### src/tws_pkg.sv
package tws_pkg;

  localparam int BITS_PER_BYTE = 8;
  localparam int PHASES        = 2 * BITS_PER_BYTE + 2;
  localparam int PHASE_W       = $clog2(PHASES);
  localparam int BIT_IDX_W     = $clog2(BITS_PER_BYTE);
  localparam int FIFO_DEPTH    = 2;
  localparam int FIFO_PTR_W    = $clog2(FIFO_DEPTH);
  localparam int FIFO_CNT_W    = $clog2(FIFO_DEPTH + 1);

  // bus commands
  localparam logic [1:0] CMD_BEGIN = 2'd0;
  localparam logic [1:0] CMD_WRITE = 2'd1;
  localparam logic [1:0] CMD_READ  = 2'd2;
  localparam logic [1:0] CMD_END   = 2'd3;

  // job kinds handed from front to back
  localparam logic [1:0] JOB_SHIFT_OUT = 2'd0;
  localparam logic [1:0] JOB_SHIFT_IN  = 2'd1;
  localparam logic [1:0] JOB_CLOSE     = 2'd2;
  localparam logic [1:0] JOB_REJECT    = 2'd3;

  typedef struct packed {
    logic [1:0]               kind;
    logic [BITS_PER_BYTE-1:0] data;
  } job_t;

  typedef struct packed {
    logic                     select_low;
    logic                     clock_level;
    logic                     data_level;
    logic                     drive_data;
    logic [BITS_PER_BYTE-1:0] read_byte;
    logic                     read_valid;
    logic                     error_flag;
    logic                     last;
  } result_t;

  typedef struct packed {
    logic full;
    logic empty;
  } fifo_status_t;

endpackage

### src/tws_in_if.sv
interface tws_in_if;
  import tws_pkg::*;

  logic                     valid;
  logic                     ready;
  logic [1:0]               cmd;
  logic [BITS_PER_BYTE-1:0] byte_value;
  logic [BITS_PER_BYTE-1:0] line_samples;

  modport source (output valid, cmd, byte_value, line_samples, input ready);
  modport sink (input valid, cmd, byte_value, line_samples, output ready);
endinterface

### src/tws_out_if.sv
interface tws_out_if;
  import tws_pkg::*;

  logic                     valid;
  logic                     ready;
  logic                     select_low;
  logic                     clock_level;
  logic                     data_level;
  logic                     drive_data;
  logic [BITS_PER_BYTE-1:0] read_byte;
  logic                     read_valid;
  logic                     error_flag;
  logic                     last;

  modport source (
    output valid, select_low, clock_level, data_level, drive_data,
           read_byte, read_valid, error_flag, last,
    input  ready
  );
  modport sink (
    input  valid, select_low, clock_level, data_level, drive_data,
           read_byte, read_valid, error_flag, last,
    output ready
  );
endinterface

### src/tws_front.sv
module tws_front
  import tws_pkg::*;
(
  input  logic         clk_i,
  input  logic         rst_ni,
  tws_in_if.sink       in_i,
  input  fifo_status_t status_i,
  output logic         push_o,
  output job_t         job_o
);

  logic open_q, open_d;
  logic accept;

  assign in_i.ready = ~status_i.full;
  assign accept     = in_i.valid & in_i.ready;
  assign push_o     = accept;

  always_comb begin
    open_d   = open_q;
    job_o.data = (in_i.cmd == CMD_READ) ? in_i.line_samples : in_i.byte_value;
    case (in_i.cmd)
      CMD_BEGIN: begin
        job_o.kind = JOB_SHIFT_OUT;
        open_d     = 1'b1;
      end
      CMD_WRITE: job_o.kind = open_q ? JOB_SHIFT_OUT : JOB_REJECT;
      CMD_READ:  job_o.kind = open_q ? JOB_SHIFT_IN : JOB_REJECT;
      CMD_END: begin
        job_o.kind = JOB_CLOSE;
        open_d     = 1'b0;
      end
      default:   job_o.kind = JOB_REJECT;
    endcase
  end

  always_ff @(posedge clk_i or negedge rst_ni) begin
    if (!rst_ni) begin
      open_q <= 1'b0;
    end else if (accept) begin
      open_q <= open_d;
    end
  end

endmodule

### src/tws_fifo.sv
module tws_fifo
  import tws_pkg::*;
(
  input  logic         clk_i,
  input  logic         rst_ni,
  input  logic         push_i,
  input  job_t         job_i,
  input  logic         pop_i,
  output job_t         head_o,
  output fifo_status_t status_o
);

  job_t                  mem_q [FIFO_DEPTH];
  logic [FIFO_PTR_W-1:0] wr_ptr_q;
  logic [FIFO_PTR_W-1:0] rd_ptr_q;
  logic [FIFO_CNT_W-1:0] count_q;

  assign status_o.full  = (count_q == FIFO_CNT_W'(FIFO_DEPTH));
  assign status_o.empty = (count_q == '0);
  assign head_o         = mem_q[rd_ptr_q];

  always_ff @(posedge clk_i) begin
    if (push_i) begin
      mem_q[wr_ptr_q] <= job_i;
    end
  end

  always_ff @(posedge clk_i or negedge rst_ni) begin
    if (!rst_ni) begin
      wr_ptr_q <= '0;
      rd_ptr_q <= '0;
      count_q  <= '0;
    end else begin
      if (push_i) begin
        wr_ptr_q <= wr_ptr_q + 1'b1;
      end
      if (pop_i) begin
        rd_ptr_q <= rd_ptr_q + 1'b1;
      end
      case ({push_i, pop_i})
        2'b10:   count_q <= count_q + 1'b1;
        2'b01:   count_q <= count_q - 1'b1;
        default: count_q <= count_q;
      endcase
    end
  end

endmodule

### src/tws_back.sv
module tws_back
  import tws_pkg::*;
(
  input  logic         clk_i,
  input  logic         rst_ni,
  input  job_t         head_i,
  input  fifo_status_t status_i,
  output logic         pop_o,
  tws_out_if.source    out_o
);

  logic [PHASE_W-1:0]   phase_q, phase_d;
  logic                 held_q, held_d;
  logic                 out_valid_q;
  result_t              res_q, res_d;
  logic                 load, fire, done;
  logic                 last_phase, bit_phase;
  logic [BIT_IDX_W-1:0] bit_sel;
  logic                 tx_bit;

  assign load       = ~out_valid_q | out_o.ready;
  assign fire       = load & ~status_i.empty;
  assign last_phase = (phase_q == PHASE_W'(PHASES - 1));
  assign bit_phase  = (phase_q != '0) & ~last_phase;
  // odd phase 2i+1 carries bit 7-i, msb first
  assign bit_sel    = ~phase_q[BIT_IDX_W:1];
  assign tx_bit     = head_i.data[bit_sel];

  always_comb begin
    res_d             = '0;
    res_d.select_low  = 1'b1;
    res_d.data_level  = held_q;
    res_d.drive_data  = 1'b1;
    held_d            = held_q;
    done              = 1'b0;
    case (head_i.kind)
      JOB_SHIFT_OUT: begin
        if (bit_phase) begin
          res_d.clock_level = ~phase_q[0];
          if (phase_q[0]) begin
            res_d.data_level = tx_bit;
            held_d           = tx_bit;
          end
        end
        res_d.last = last_phase;
        done       = last_phase;
      end
      JOB_SHIFT_IN: begin
        res_d.drive_data = 1'b0;
        if (bit_phase) begin
          res_d.clock_level = phase_q[0];
        end
        if (last_phase) begin
          res_d.read_byte  = head_i.data;
          res_d.read_valid = 1'b1;
        end
        res_d.last = last_phase;
        done       = last_phase;
      end
      JOB_CLOSE: begin
        res_d.select_low = 1'b0;
        res_d.last       = 1'b1;
        done             = 1'b1;
      end
      default: begin
        res_d.select_low = 1'b0;
        res_d.error_flag = 1'b1;
        res_d.last       = 1'b1;
        done             = 1'b1;
      end
    endcase
    phase_d = done ? '0 : phase_q + 1'b1;
  end

  assign pop_o = fire & done;

  always_ff @(posedge clk_i or negedge rst_ni) begin
    if (!rst_ni) begin
      phase_q     <= '0;
      held_q      <= 1'b0;
      out_valid_q <= 1'b0;
    end else begin
      if (load) begin
        out_valid_q <= ~status_i.empty;
      end
      if (fire) begin
        phase_q <= phase_d;
        held_q  <= held_d;
      end
    end
  end

  always_ff @(posedge clk_i) begin
    if (fire) begin
      res_q <= res_d;
    end
  end

  assign out_o.valid       = out_valid_q;
  assign out_o.select_low  = res_q.select_low;
  assign out_o.clock_level = res_q.clock_level;
  assign out_o.data_level  = res_q.data_level;
  assign out_o.drive_data  = res_q.drive_data;
  assign out_o.read_byte   = res_q.read_byte;
  assign out_o.read_valid  = res_q.read_valid;
  assign out_o.error_flag  = res_q.error_flag;
  assign out_o.last        = res_q.last;

endmodule

### src/three_wire_spi_pin_sequencer_core.sv
// three-wire half-duplex spi master (mode 0, msb first) that emits one pin
// state per result item. a begin item drops chip select and shifts out an
// opcode, write items shift out a byte, read items release the data line and
// return the sampled byte on the final phase, an end item raises chip select.
// each byte item gives 18 results (last marked) at one result per cycle while
// the sink does not stall; end items and data items outside a transaction
// give a single result. the phase sequencer in the back end produces these
// results. a two-entry job queue sits between the front end and the
// sequencer, so items are taken while earlier ones are still being played
// out, and a registered output stage holds the current pin state while the
// sink stalls.
module three_wire_spi_pin_sequencer_core
  import tws_pkg::*;
(
  input  logic      clk_i,
  input  logic      rst_ni,
  tws_in_if.sink    in_i,
  tws_out_if.source out_o
);

  // front to queue
  logic         push;
  job_t         job;
  // queue to back
  job_t         head;
  logic         pop;
  fifo_status_t status;

  // accepts items, tracks whether a transaction is open, classifies each item
  tws_front u_front (
    .clk_i    (clk_i),
    .rst_ni   (rst_ni),
    .in_i     (in_i),
    .status_i (status),
    .push_o   (push),
    .job_o    (job)
  );

  // short job queue decoupling the two sides
  tws_fifo u_fifo (
    .clk_i    (clk_i),
    .rst_ni   (rst_ni),
    .push_i   (push),
    .job_i    (job),
    .pop_i    (pop),
    .head_o   (head),
    .status_o (status)
  );

  // phase sequencer, keeps the held data line level between items
  tws_back u_back (
    .clk_i    (clk_i),
    .rst_ni   (rst_ni),
    .head_i   (head),
    .status_i (status),
    .pop_o    (pop),
    .out_o    (out_o)
  );

endmodule
### src/flat_wrapper.sv
// flat-port wrapper written by rule: the top's interface ports become plain ports
module three_wire_spi_pin_sequencer_core_flat import tws_pkg::*;
  (clk_i, rst_ni, in_i_valid, in_i_cmd, in_i_byte_value, in_i_line_samples, in_i_ready, out_o_valid, out_o_select_low, out_o_clock_level, out_o_data_level, out_o_drive_data, out_o_read_byte, out_o_read_valid, out_o_error_flag, out_o_last, out_o_ready);
  tws_in_if in_i_i ();
  tws_out_if out_o_i ();
  input  logic clk_i;
  input  logic rst_ni;
  input wire logic [$bits(in_i_i.valid)-1:0] in_i_valid;
  input wire logic [$bits(in_i_i.cmd)-1:0] in_i_cmd;
  input wire logic [$bits(in_i_i.byte_value)-1:0] in_i_byte_value;
  input wire logic [$bits(in_i_i.line_samples)-1:0] in_i_line_samples;
  output wire logic [$bits(in_i_i.ready)-1:0] in_i_ready;
  output wire logic [$bits(out_o_i.valid)-1:0] out_o_valid;
  output wire logic [$bits(out_o_i.select_low)-1:0] out_o_select_low;
  output wire logic [$bits(out_o_i.clock_level)-1:0] out_o_clock_level;
  output wire logic [$bits(out_o_i.data_level)-1:0] out_o_data_level;
  output wire logic [$bits(out_o_i.drive_data)-1:0] out_o_drive_data;
  output wire logic [$bits(out_o_i.read_byte)-1:0] out_o_read_byte;
  output wire logic [$bits(out_o_i.read_valid)-1:0] out_o_read_valid;
  output wire logic [$bits(out_o_i.error_flag)-1:0] out_o_error_flag;
  output wire logic [$bits(out_o_i.last)-1:0] out_o_last;
  input wire logic [$bits(out_o_i.ready)-1:0] out_o_ready;
  assign in_i_i.valid = in_i_valid;
  assign in_i_i.cmd = in_i_cmd;
  assign in_i_i.byte_value = in_i_byte_value;
  assign in_i_i.line_samples = in_i_line_samples;
  assign in_i_ready = in_i_i.ready;
  assign out_o_valid = out_o_i.valid;
  assign out_o_select_low = out_o_i.select_low;
  assign out_o_clock_level = out_o_i.clock_level;
  assign out_o_data_level = out_o_i.data_level;
  assign out_o_drive_data = out_o_i.drive_data;
  assign out_o_read_byte = out_o_i.read_byte;
  assign out_o_read_valid = out_o_i.read_valid;
  assign out_o_error_flag = out_o_i.error_flag;
  assign out_o_last = out_o_i.last;
  assign out_o_i.ready = out_o_ready;
  three_wire_spi_pin_sequencer_core u_core (.clk_i(clk_i), .rst_ni(rst_ni), .in_i(in_i_i), .out_o(out_o_i));
endmodule
### config.mk
export PLATFORM = sky130hd
export DESIGN_NAME = three_wire_spi_pin_sequencer_core_flat
export DESIGN_NICKNAME = d
export VERILOG_FILES = /design/src/tws_pkg.sv /design/src/tws_in_if.sv /design/src/tws_out_if.sv /design/src/tws_front.sv /design/src/tws_fifo.sv /design/src/tws_back.sv /design/src/three_wire_spi_pin_sequencer_core.sv /design/src/flat_wrapper.sv
export SDC_FILE = /design/constraint.sdc
export NUM_CORES = 1
export LEC_CHECK = 0
export BUFFER_PORTS_ARGS = -buffer_cell sky130_fd_sc_hd__buf_2
export CAP_MARGIN = 20
export CORE_MARGIN = 2
export CORE_UTILIZATION = 41
export CTS_CLUSTER_DIAMETER = 30
export DETAILED_ROUTE_END_ITERATION = 10
export GPL_TIMING_DRIVEN = 0
export SLEW_MARGIN = 30
export SYNTH_ARGS = -nofsm -noshare
export SYNTH_HDL_FRONTEND = slang
export SYNTH_SLANG_ARGS = --single-unit
### constraint.sdc
create_clock -name clk_i -period 2 [get_ports clk_i]
set_input_delay 0.4 -clock clk_i [delete_from_list [all_inputs] [get_ports clk_i]]
set_output_delay 0.4 -clock clk_i [all_outputs]
set_load 0.01 [all_outputs]
---- Yosys cells after proc, flatten, opt, wreduce, memory -nomap -nowiden ----
Memory sizes are Yosys's and may differ from the RTL's.
Index checks and enable logic that the tools add are counted.
word-level totals
  memory bits (writable) .................. 20
  register bits ........................... 27
  memories ................................ 1
  output and inout bits ................... 17
  bits of input ports ..................... 22
operators by class
  bitwise gates (word level) .............. 11
  magnitude comparators ................... 1
  reductions and logical operators ........ 11
  eq/ne operators ......................... 9
  add/subtract/negate cells ............... 5
  mux-type cells .......................... 21
memory list
  name                 words  width  rd ports  clocked after memory_dff  wr ports  line            source
  u_core.u_fifo.mem_q  2      10     1         0                         1         tws_fifo.sv:13  job_t mem_q [FIFO_DEPTH];
operator list
  cell                 number
  $eq 2x2->1 const B   5
  $mux 10              1
  $mux 1               9
  $mux 9               1
  $mux 8               1
  $pmux 2 s4           1
  $eq 2x1->1 const B   3
  $logic_not 2->1      3
  $mux 2               3
  $add 5x1->5 const B  1
  $eq 5x5->1 const B   1
  $mux 5               1
  $not 1->1            5
  $reduce_bool 5->1    1
  $and 1x1->1          4
  $lt 3x4->1 const B   1
  $pmux 1 s2           2
  $pmux 2 s2           1
  $reduce_and 2->1     2
  $reduce_bool 2->1    2
  $bmux 1 s3           1
  $not 3->3            1
  $reduce_and 3->1     1
  $reduce_or 3->1      1
  other kinds (5)      6

---- Logic depth before layout (Yosys ltp) ----
Gate-level depths: netlist of run 1.
An unclocked memory read counts as a cell.
  depth in word-level cells ............... 7
  depth in mapped cells ................... 11
  depth with buffers taken out ............ 10

---- By module ----
A second synthesis of run 1 with hierarchy kept.
second synthesis, totals
  cell total of the unflattened synthesis .. 146
  area, all modules ....................... 2225.9 um^2
modules (own cells, without submodules)
  module     area an instance (um^2)  instances  cells an instance
  tws_back   1036.0                   1          74
  tws_fifo   907.1                    1          47
  tws_front  282.8                    1          25

---- Worst setup path before layout of run 1 ----
No wires, ideal clock.
  kind .................................... input to register
  start ................................... input port out_o_ready
  end ..................................... register u_core.u_fifo.count_q[1]
  arrival ................................. 1736 ps
  stages on the path ...................... 8
  data required time ...................... 1921 ps
  setup slack ............................. 185 ps
  buffers on the path ..................... 2
  path through ............................ nand2b_1 o21a_1 buf_2 and2_4 buf_6 ha_1 nor2_1 xor2_1
on the way
  cells in the longest elaborated chain, start to end .. 5
  elaborated cells between the ends (all ways) .. 7
  those cells by class .................... eq/ne: 2; mux: 1; bitwise: 3; reduce/logical: 1
RTL lines
  what                                             line                                     source
  from (decl)                                      flat_wrapper.sv:22                       input wire logic [$bits(out_o_i.ready)-1:0] out_o_ready;
  $or 1x1->1 *                                     tws_back.sv:21                           assign load = ~out_valid_q | out_o.ready;
  $and 1x1->1 *                                    tws_back.sv:22                           assign fire = load & ~status_i.empty;
  $and 1x1->1 *                                    tws_back.sv:75                           assign pop_o = fire & done;
  named net u_core.pop                             three_wire_spi_pin_sequencer_core.sv:26  logic pop;
  $eq 2x1->1 or $eq 2x2->1 (tied branches)         tws_fifo.sv:40                           case ({push_i, pop_i})
  $pmux 2 s2 or $reduce_bool 2->1 (tied branches)  -
  to (signal assigned)                             tws_fifo.sv:41                           2'b10: count_q <= count_q + 1'b1;
  to (signal assigned)                             tws_fifo.sv:42                           2'b01: count_q <= count_q - 1'b1;
  to (signal assigned)                             tws_fifo.sv:43                           default: count_q <= count_q;
  to (decl)                                        tws_fifo.sv:16                           logic [FIFO_CNT_W-1:0] count_q;
Mark *: on every way through the listed nets, which the timed path passes. The rest lies on a longest branch.
A chain may end at the register's enable or synchronous reset.

---- Final worst setup path of run 1 ----
  start ................................... register u_core.u_fifo.rd_ptr_q
  end ..................................... register u_core.u_fifo.count_q[1]
on the way
  cells in the longest elaborated chain, start to end .. 7
  elaborated cells between the ends (all ways) .. 10
  those cells by class .................... eq/ne: 3; mux: 2; bitwise: 1; reduce/logical: 3; memory: 1
RTL lines
  what                                             line                                     source
  from (decl)                                      tws_fifo.sv:15                           logic [FIFO_PTR_W-1:0] rd_ptr_q;
  from (signal assigned)                           tws_fifo.sv:38                           rd_ptr_q <= rd_ptr_q + 1'b1;
  $mem_v2 2x10 *                                   -
  $eq 2x1->1 or $logic_not 2->1 (tied branches)    tws_back.sv:36                           case (head_i.kind)
  $reduce_or 2->1 (no line) *                      -
  $mux 1 *                                         tws_back.sv:36
  named net u_core.u_back.done                     tws_back.sv:16                           logic load, fire, done;
  $and 1x1->1 *                                    tws_back.sv:75
  named net u_core.pop                             three_wire_spi_pin_sequencer_core.sv:26
  $eq 2x1->1 or $eq 2x2->1 (tied branches)         tws_fifo.sv:40
  $pmux 2 s2 or $reduce_bool 2->1 (tied branches)  -
Marked as above.

==> results.md, run 1 <==
* Status: finished clean
* Drt total wl at 3700 um
* Worst min path class: input port to flop
* Ant diodes at 0
* Die footprint at ~0.0058 mm2
* First-pass GRT wire length at roughly 6000 um
* Htree depth at 2
* Placed cell area at 0.00243 mm2
* Clock sink total at 47
* Post-synth ARST share at between 20% and 30%
* Clock share of power at between 20% and 30%
* Die span in y at around 76 um
* Share of cells above drive strength 1 at between 30% and 40%
* Slew @ Worst Pin at approximately 0.84 ns
* Worst Min Path Start: out_o_ready
* Fin. max-slew vios at 0
* Wire length per cell at 13.0 um
* Yosys top cell area share at 48.8%
* Internal cell power at 0.00254 W
* Final worst slack at 0.101 ns
* Sw Pwr at 0.00117 W
* Fill count at between 400 and 500
* Req. time, crit path at 2.23 ns
* Maximum number of pins on one net before global-route repair at 25
* Logic pwr share at 35.9%
* Register area at 0.00135 mm2
* Initial Utilization at 42.4%
* Final setup TNS at 0 ns
* Layout area overhead at 22.7%
* Post-route clock period utilization at a little over nine tenths
* Synth area leader: edfxtp_1
* Vias per std cell at 4.81
* Vias at 1366
* Main synth FF type: edfxtp_1
* GPL Wtd Cong at 0.821
* Clock skew at 0.00279 ns
* Sw Ratio at 31.5%
* Synth top cells by count: edfxtp_1, nor2_1, dfrtp_1
* Power Total at 0.00371 W
* Worst setup path startpoint: u_core.u_fifo.rd_ptr_q
* Max-slew headroom at 44.0%
* Worst VDD drop at 0.000641 V
* Leak at 1.11 nW
* Synth Warn # at 0
* Dpl cells at 269
* Ports at 39
* Syn avg cell area at 13.4 um2
* CTS clock-pin slew for the worst setup and hold paths at around 0.08 ns
* R2r startpoint: u_core.u_fifo.rd_ptr_q
* Final hold vios at 0
* Flop pwr share at 42.1%
* Layout Nets at about 240
* Endpoints failing setup at 0
* Post-route DRC at 0
* Worst setup EP type: flop
* CP Max Fanout at 5
* CTS tree: done
* Critical Path Start Type: flop
* Dpl hpwl at 2670 um
* Cell Rows at 26
* Max-Cap Viols at 0
* Synth Net Count at 191
* Cells after synthesis at between 150 and 200
* Register area share after synthesis at around 63%
* Total grt overflow at 0
* Power per cell area at between 1000 and 1500 mW/mm2
* Worst EP arrival at 2.13 ns
* Root Driver: clkbuf_8
* EDFF count, synth at 35
* Post-Place Worst Slack at -0.0984 ns
* Netlist Area Pre-Place at roughly 0.0022 mm2
* PortBufs at 38
* Worst-Skew Late Latency at 0.30 ns
* Vias in the first global route at 1328
* Number of synthesized register bits at 47
* TritonCTS buffer count at 5
* Initial antenna violation count at 0
* Total global-route track usage at a little over an eighth
* Max Fclk at 527 MHz
* Number of distinct library cells after synthesis at 34
* Final std cells w/o fill at 284
* Clk buf depth at 2
* Leading post-synthesis cells by cell area: edfxtp_1, dfrtp_1, mux2_2
* Core region area at 0.00507 mm2
* Crit path time final at roughly 1.9 ns
* Width of the chip at 76.5 um
* Most frequent cell after synthesis: edfxtp_1
* Setup CP Type: flop to flop
* Routed Antenna Nets at 0
* Initial DRC count at 97
* Final Cell Area at 0.00264 mm2
* Footprint of the multi-input gates at 726 um2
* Router iterations before antenna repair at 4
-- cells in the final DEF (no fill, tap or decap), types with 4 or more instances in the layout --
| cell | instances |
|---|---|
| nor2_1 | 22 |
| ha_1 | 8 |
| o21ai_0 | 4 |
| mux2_2 | 10 |
| buf_4 | 7 |
| mux2i_1 | 8 |
| clkbuf_8 | 5 |
| dfrtp_1 | 10 |
| nand2_1 | 11 |
| xnor2_1 | 4 |
| edfxtp_1 | 35 |
| inv_1 | 6 |
| nand3_1 | 5 |
| xor2_1 | 5 |
| buf_2 | 39 |
-- sequential cells by signal, indices dropped and copies added, names as in the netlist, 2 cells and up --
name and flops:
u_core.u_back.out_o.read_byte 8, u_core.u_back.phase_q 5, u_core.u_fifo.count_q 2, u_core.u_fifo.mem_q 20
-- worst max-delay path: stages (launching register included) --
cell,delay [ns]
dfrtp_1,0.34
buf_6,0.13
mux2i_4,0.25
and2_4,0.19
inv_2,0.04
and2_4,0.13
buf_6,0.13
ha_1,0.20
xnor2_1,0.12
nor2_1,0.13
xor2_1,0.16
-- power groups by stage --
| stage | clock [W] | combinational, W | sequential (W) |
|---|---|---|---|
| floorplan | 0 | 0.000814 | 0.00163 |
| global placement | 0 | 0.00116 | 0.00157 |
| detailed placement | 0 | 0.00120 | 0.00159 |
| CTS | 0.000823 | 0.00124 | 0.00157 |
| global route | 0.000867 | 0.00145 | 0.00160 |
| finish | 0.000815 | 0.00133 | 0.00156 |
-- cell families after synthesis --
kind of cell	synth area share [%]
xor+xnor	3.66
simple gates	11.3
fa+ha+maj	4.65
mux	10.2
buf+inv	4.13
flops	62.8
compound gates	3.26
-- area by class of cell --
type / count / share of cell area [%]
buffer: 7 / 2.46
clock inverter: 3 / 2.56
clock buffer: 5 / 2.61
multi-input combinational: 100 / 27.5
sequential: 47 / 51.3
inverter: 7 / 0.995
tap: 70 / 3.32
timing repair buffer: 45 / 9.29
-- per-stage QoR --
step,utilization (%),hold WS (ns)
final,52.0,0.363
after global routing,52.0,0.383
after global placement,47.9,0.296
after detailed placement,47.9,0.305
after floorplan,-,0.104
after CTS,51.0,0.362
-- per-layer routing --
| layer | track usage (%) | share of wire, % |
|---|---|---|
| met1 | 14.2 | 40 |
| met2 | 23.6 | 53 |
| met3 | 4.50 | 5.2 |
| met4 | 4.91 | 2.1 |
| met5 | 0 | 0 |
-- worst paths after layout --
path / endpoint / slack (ns) / depth (start not counted)
setup reg to reg: u_core.u_fifo.count_q[1] / 0.10 / 10
min in group asynchronous: u_core.u_back.phase_q[3] / 0.51 / 2
max in group asynchronous: u_core.u_back.phase_q[0] / 1.25 / 2
hold / removal: u_core.u_back.out_o.valid / 0.36 / 3
setup / recovery: u_core.u_fifo.count_q[1] / 0.10 / 10
hold reg to reg: u_core.u_fifo.wr_ptr_q / 0.50 / 1
-- repair_timing --
item | in CTS | in global routing
setup buffers | 1 | 5
gates cloned | 0 | 0
hold endpoints to repair | 12 | 0
hold buffers | 1 | 0
endpoints found under the setup margin | 1 | 2
pin swaps | 0 | 1
resized for setup | 2 | 4
Note: power is estimated with default switching activity, not from simulation.
==> run 2, diff against run 1 <==
--- a/config.mk
+++ b/config.mk
@@ -6,7 +6,7 @@
 export NUM_CORES = 1
 export LEC_CHECK = 0
 export BUFFER_PORTS_ARGS = -buffer_cell sky130_fd_sc_hd__buf_2
-export CAP_MARGIN = 20
+export CAP_MARGIN = 40
 export CORE_MARGIN = 2
 export CORE_UTILIZATION = 41
 export CTS_CLUSTER_DIAMETER = 30
@@ -15,4 +15,5 @@
 export SLEW_MARGIN = 30
 export SYNTH_ARGS = -nofsm -noshare
 export SYNTH_HDL_FRONTEND = slang
+export SYNTH_HIERARCHICAL = 1
 export SYNTH_SLANG_ARGS = --single-unit
==> run 2 against run 1 <==
  * The run now ends with negative setup slack left
  * Total power grew 0.92%
  * Worst setup slack lost 0.22 ns
  * Clock-buffer cell count is the same
  * Register-to-register slack lost 0.22 ns
==> results.md, run 2 <==
* Leak at 1.13 nW
* Number of flip-flops under the largest register name at 20
* Leading post-synthesis cells by cell area: edfxtp_1, dfrtp_1, mux2_4
* CTS clock-pin slew for the worst setup and hold paths at 0.09 ns
* Main synth FF type: edfxtp_1
* TritonCTS buffer count at 5
* Die span in y at 77.7 um
* Endpoints failing setup at 1
* Layout area overhead at 22.1%
* Final hold vios at 0
* Worst min path class: input port to flop
* Commonest non-fill, non-tap cell in the layout: buf_2
* Core region area at around 0.0052 mm2
* Max Fclk at 473 MHz
* Worst VDD drop at 0.000452 V
* Power per cell area at 1380 mW/mm2
* Max-slew headroom at 64.8%
* Synth Net Count at 176
* Netlist Area Pre-Place at around 0.0022 mm2
* Synth area leader: edfxtp_1
* Ant diodes at 0
* Vias at 1300
* Clock skew at 0.00507 ns
* Drt total wl at 3610 um
* Share of cells above drive strength 1 at 46.2%
* Final worst slack at -0.115 ns
* CTS tree: done
* Setup CP Type: flop to flop
* Initial DRC count at 88
* Initial Utilization at between 40% and 50%
* Vias per std cell at 4.83
* Failing checks: negative setup slack
* Syn avg cell area at 15.2 um2
* Clk buf depth at 2
* Total grt overflow at 0
* Post-route DRC at 0
* Layout Nets at 228
* Total global-route track usage at about an eighth
* First-pass GRT wire length at 5870 um
* PortBufs at 38
* Status: finished, violations left
* Maximum number of pins on one net before global-route repair at 23
* Crit path time final at 2.11 ns
* Fin. max-slew vios at 0
* Vias in the first global route at 1246
* Req. time, crit path at 2.06 ns
* Synth top cells by count: edfxtp_1, dfrtp_1, mux2_2
* CP Max Fanout at 5
* Wire length per cell at 13.4 um
* Worst Min Path Start: in_i_line_samples[7]
* Post-Place Worst Slack at -0.259 ns
* Yosys top cell area share at 47.2%
* Slew @ Worst Pin at around 0.53 ns
* Fill count at 430
* GPL Wtd Cong at between 0.7 and 0.8
* Worst EP arrival at 2.17 ns
* Post-synth ARST share at 25.5%
* Cell Rows at 26
* Cells after synthesis at 146
* Post-route clock period utilization at 106%
* Htree depth at 2
* Worst setup EP type: flop
* Number of distinct library cells after synthesis at 36
* EDFF count, synth at 35
* RSZ-0062 raised after global routing: true
* Root Driver: clkbuf_8
* Ports at 39
* Die footprint at 0.00603 mm2
* Post-layout util at 52.6%
* Routed Antenna Nets at 0
* Worst-Skew Late Latency at about 0.30 ns
* Max-Cap Viols at 0
* Critical Path Start Type: flop
* Clock sink total at 47
* Min Hold Slack at 0.408 ns
* Worst setup path startpoint: u_core/u_fifo/rd_ptr_q
* R2r startpoint: u_core/u_fifo/rd_ptr_q
* Most frequent cell after synthesis: edfxtp_1
* Dpl hpwl at 2580 um
* Number of synthesized register bits at 47
* Width of the chip at 77.7 um
* Initial antenna violation count at 0
* Largest Register: u_core/u_fifo/mem_q
* Most frequent cells in the layout: buf_2, edfxtp_1, mux2_4, dfrtp_1, and2_1
* Router iterations before antenna repair at 5
* Synth Warn # at 6
* Register area share after synthesis at 60.7%
==> run 2: cell count changes in the layout (fill, tap and decap cells not counted), sizes merged, moves of 7 or more <==
cell and delta:
nor2 -17, and2 +7, nand2 -8, mux2 +13, mux2i -9
==> run 2: metal layers <==
| metal | track usage (%) | share of wire, % | vias up |
|---|---|---|---|
| met2 | 21.2 | 50 | 33 |
| met3 | 4.19 | 4.6 | 6 |
| met4 | 5.89 | 2.1 | 0 |
| li1 | - | - | 637 |
| met5 | 0 | 0 | - |
| met1 | 14.8 | 43 | 624 |
==> run 2: cell families (layout without fill, tap and decap cells) <==
| kind of cell | after synthesis | in the layout | share of synthesized area, % |
|---|---|---|---|
| buffers and inverters | 13 | 66 | 2.75 |
| AND/OR/NAND/NOR | 33 | 33 | 9.05 |
| AO/OA/AOI/OAI | 13 | 13 | 4.67 |
| adder cells (fa/ha/maj) | 8 | 8 | 4.50 |
| XOR/XNOR | 6 | 6 | 2.36 |
| flip-flops | 47 | 47 | 60.7 |
| multiplexers | 26 | 26 | 16.0 |
==> run 2: final timing paths <==
kind                       cells after the start  slack, ns                             end
max                                            5      -0.11  u_core/u_back/out_o.data_level
min                                            2       0.41       u_core/u_fifo/mem_q[0][7]
max reg2reg                                    5      -0.11  u_core/u_back/out_o.data_level
min reg2reg                                    1       0.50        u_core/u_fifo/count_q[1]
max in group asynchronous                      2       1.26        u_core/u_back/phase_q[1]
min in group asynchronous                      2       0.50        u_core/u_back/phase_q[4]
==> run 2: critical path: stages (launching register included) <==
cell     delay (ns)
dfrtp_1        0.42
buf_6          0.15
mux2_4         0.30
mux4_2         0.46
mux2_4         0.29
mux2_4         0.26
==> run 2: metrics by stage <==
stage | instances | instance area (um2) | total power, W | setup TNS (ns)
6_report | 269 | 2720 | 0.00374 | -0.115
5_1_grt | 269 | 2720 | 0.00398 | -0.345
4_1_cts | 267 | 2700 | 0.00372 | -0.125
3_5_place_dp | 254 | 2510 | 0.00296 | -0.812
3_3_place_gp | 254 | 2510 | 0.00290 | -0.438
2_1_floorplan | 146 | 2230 | 0.00260 | -0.0423
==> run 2: power breakdown <==
part           total, W  internal, W  switching, W
registers       0.00163      0.00146      0.000169
logic           0.00154     0.000759      0.000778
clock network  0.000577     0.000250      0.000327
==> run 2: timing repair <==
action                                  4_1_cts  5_1_grt
endpoints found under the hold margin        12        0
setup buffers                                 3        2
resized for setup                            15        1
hold buffers                                  1        0
endpoints found under the setup margin       15       11
cloned                                        1        0
==> run 2: layout make-up <==
type	count	area, um2	area share (%)
Multi-Input combinational cell	86	870	32.0
Tap cell	70	87.6	3.22
Sequential cell	47	1350	49.7
Inverter	10	38.8	1.43
Timing Repair Buffer	45	249	9.16
Clock buffer	5	68.8	2.53
Buffer	3	27.5	1.01
Clock inverter	3	25.0	0.920
==> run 3, diff against run 2 <==
--- a/config.mk
+++ b/config.mk
@@ -5,6 +5,7 @@
 export SDC_FILE = /design/constraint.sdc
 export NUM_CORES = 1
 export LEC_CHECK = 0
+export ABC_AREA = 1
 export BUFFER_PORTS_ARGS = -buffer_cell sky130_fd_sc_hd__buf_2
 export CAP_MARGIN = 40
 export CORE_MARGIN = 2
@@ -12,6 +13,7 @@
 export CTS_CLUSTER_DIAMETER = 30
 export DETAILED_ROUTE_END_ITERATION = 10
 export GPL_TIMING_DRIVEN = 0
+export SKIP_LAST_GASP = 1
 export SLEW_MARGIN = 30
 export SYNTH_ARGS = -nofsm -noshare
 export SYNTH_HDL_FRONTEND = slang
==> run 3 against run 2 <==
  * The flow now finishes without violations
  * Utilization decreased by 2.9 points
  * Synthesized area increased by 2.4%
  * Die area increased by 2.2%
  * First-iteration DRC count decreased by 3.4%
  * Clock-buffer cell count unchanged
  * Global-route usage decreased by 0.18 points
  * Combinational power decreased by 16%
  * Critical path depth increased by 6
  * Cell count increased by 33%
  * Register-to-register slack improved by 0.28 ns
  * Highest routed layer unchanged
==> results.md, run 3 <==
* Initial DRC count at 85
* Synth Warn # at 6
* Leak at 1.28 nW
* TritonCTS buffer count at 5
* Total grt overflow at 0
* Layout Nets at approximately 320
* Yosys top cell area share at 46.1%
* RSZ-0062 raised after global routing: false
* Worst reg2reg setup slack at 0.17 ns
* Number of distinct library cells after synthesis at 26
* Worst EP arrival at 2.02 ns
* Width of the chip at 78.5 um
* Vias per std cell at ~4.4
* Commonest non-fill, non-tap cell in the layout: inv_1
* Status: finished clean
* Min-Delay Path Depth at 4
* Post-route clock period utilization at 91.6%
* Worst min path class: input port to flop
* Synth top cells by count: inv_1, nand2_1, edfxtp_1
* Setup CP Type: flop to flop
* Final hold vios at 0
* Clock skew at 0.00803 ns
* Worst Min Path Start: out_o_ready
* Cells after synthesis at 238
* Power per cell area at 1320 mW/mm2
* Die footprint at slightly above 0.006 mm2
* Worst VDD drop at about 0.00045 V
* CP Max Fanout at 8
* Slew @ Worst Pin at between 0.6 and 0.7 ns
* Die span in y at a little under 80 um
* Layout area overhead at 18.6%
* Initial antenna violation count at 0
* Routed Antenna Nets at 0
* Core region area at 0.00544 mm2
* Clk buf depth at 2
* Drt total wl at 3460 um
* Most frequent cells in the layout: inv_1, nand2_1, buf_2, edfxtp_1, nor2_1
* Clock sink total at 47
* Register area share after synthesis at between 50 and 60%
* Endpoints failing setup at 0
* Total global-route track usage at 12.5%
* Main synth FF type: edfxtp_1
* Post-route DRC at 0
* R2r startpoint: u_core/u_back/phase_q[1]
* Syn avg cell area at 9.57 um2
* Final setup TNS at 0 ns
* Leading post-synthesis cells by cell area: edfxtp_1, dfrtp_1, inv_1
* Synth area leader: edfxtp_1
* Worst reg-to-reg path cell count at 11
* Vias in the first global route at 1329
* Cell Rows at 27
* CTS tree: done
* EDFF count, synth at 35
* Max-slew headroom at 59.5%
* Fill count at 516
* Dpl hpwl at 2660 um
* Netlist Area Pre-Place at 0.00228 mm2
* Worst setup EP type: flop
* Htree depth at 2
* Synth Net Count at 268
* Number of flip-flops under the largest register name at 20
* Crit path time final at 1.83 ns
* Wire length per cell at 9.65 um
* CTS clock-pin slew for the worst setup and hold paths at 0.08 ns
* Hold Path End: u_core/u_back/out_o.valid
* Number of synthesized register bits at 47
* First-pass GRT wire length at 5860 um
* Max-Cap Viols at 0
* Worst-Skew Late Latency at about 0.3 ns
* Req. time, crit path at between 2 and 2.5 ns
* Share of cells above drive strength 1 at 22.4%
* GPL Wtd Cong at 0.797
* Fin. max-slew vios at 0
* Post-synth ARST share at 25.5%
* Post-layout util at 49.7%
* PortBufs at 38
* Largest Register: u_core/u_fifo/mem_q
* Max Fclk at between 500 and 600 MHz
* Ports at 39
* Most frequent cell after synthesis: inv_1
* Ant diodes at 0
* Router iterations before antenna repair at 4
* Critical Path Start Type: flop
* Root Driver: clkbuf_8
* Initial Utilization at 41.9%
* Vias at 1578
* Reg-to-reg endpoint: u_core/u_fifo/count_q[1]
* Maximum number of pins on one net before global-route repair at 20
[run 3: cell types whose count changed after synthesis, moves of 7 or more]
cell     before  now
o21ai_1       0   11
nand3_1       5   12
mux2_2       12    0
inv_1         8   53
nor2_1        5   23
mux2_4       11    0
and2_1       10    0
o21ai_0       3   14
nand2_1       2   45
[run 3: layout make-up]
class                   count  area (um2)  area share [%]
flip-flops and latches     47        1350            50.0
multi-input cells         132         704            26.1
inverters                  56         210            7.78
repair buffers             40         208            7.69
well taps                  72        90.1            3.33
clock buffers               5        68.8            2.55
clock inverters             3        46.3            1.71
plain buffers               3        23.8           0.880
[run 3: cell families (layout without fill, tap and decap cells)]
family,Yosys count,in the layout,synth area share (%)
buffers and inverters,59,107,10.3
AND/OR/NAND/NOR,93,93,18.6
XOR/XNOR,3,3,1.15
flip-flops,47,47,59.3
AO/OA/AOI/OAI,28,28,6.26
adder cells (fa/ha/maj),8,8,4.39
[run 3: layer usage]
| metal | vias up | GRT usage, % | share of wire (%) |
|---|---|---|---|
| li1 | 845 | - | - |
| met1 | 689 | 15.0 | 45 |
| met2 | 42 | 20.5 | 49 |
| met3 | 2 | 4.48 | 5.0 |
| met4 | 0 | 5.26 | 0.98 |
| met5 | - | 0 | 0 |
[run 3: repair_timing]
action | in CTS | in global routing
resized for setup | 0 | 3
hold endpoints to repair | 12 | 0
hold buffers | 1 | 0
endpoints found under the setup margin | 0 | 1
buffers inserted | 0 | 0
[run 3: worst max path at each step]
stage / end / start
finish: u_core/u_fifo/count_q[1] / u_core/u_back/phase_q[1]
global placement: u_core/u_fifo/count_q[1] / u_core/u_fifo/rd_ptr_q
detailed placement: u_core/u_fifo/count_q[1] / u_core/u_fifo/rd_ptr_q
global route: u_core/u_fifo/count_q[1] / u_core/u_back/phase_q[1]
CTS: u_core/u_fifo/count_q[1] / u_core/u_fifo/rd_ptr_q
floorplan: u_core/u_fifo/count_q[1] / u_core/u_back/phase_q[1]
[run 3: report_power, final]
part	internal [W]	switching [W]	leakage [nW]
logic	0.000453	0.000838	0.739
clock network	0.000376	0.000309	0.0548
registers	0.00144	0.000145	0.485
total	0.00227	0.00129	1.28
[run 3: worst max-delay path, stage by stage, from the launching register on]
cell and delay (ns):
dfrtp_1 0.48, inv_2 0.14, ha_1 0.20, nand3_4 0.10, nand2_2 0.08, inv_2 0.05, nor2_4 0.14, ha_1 0.28
inv_1 0.09, nand3_2 0.07, nand2_1 0.05, nand2_1 0.05
[run 3: stage by stage]
stage	hold slack (ns)	instance area (um2)	cells	setup WS (ns)	total power, W
floorplan	0.104	2280	238	0.305	0.00252
global placement	0.299	2560	348	0.0831	0.00286
detailed placement	0.299	2560	348	0.0498	0.00289
CTS	0.354	2680	357	0.0358	0.00359
global route	0.390	2700	358	0.0353	0.00386
finish	0.367	2700	358	0.168	0.00356
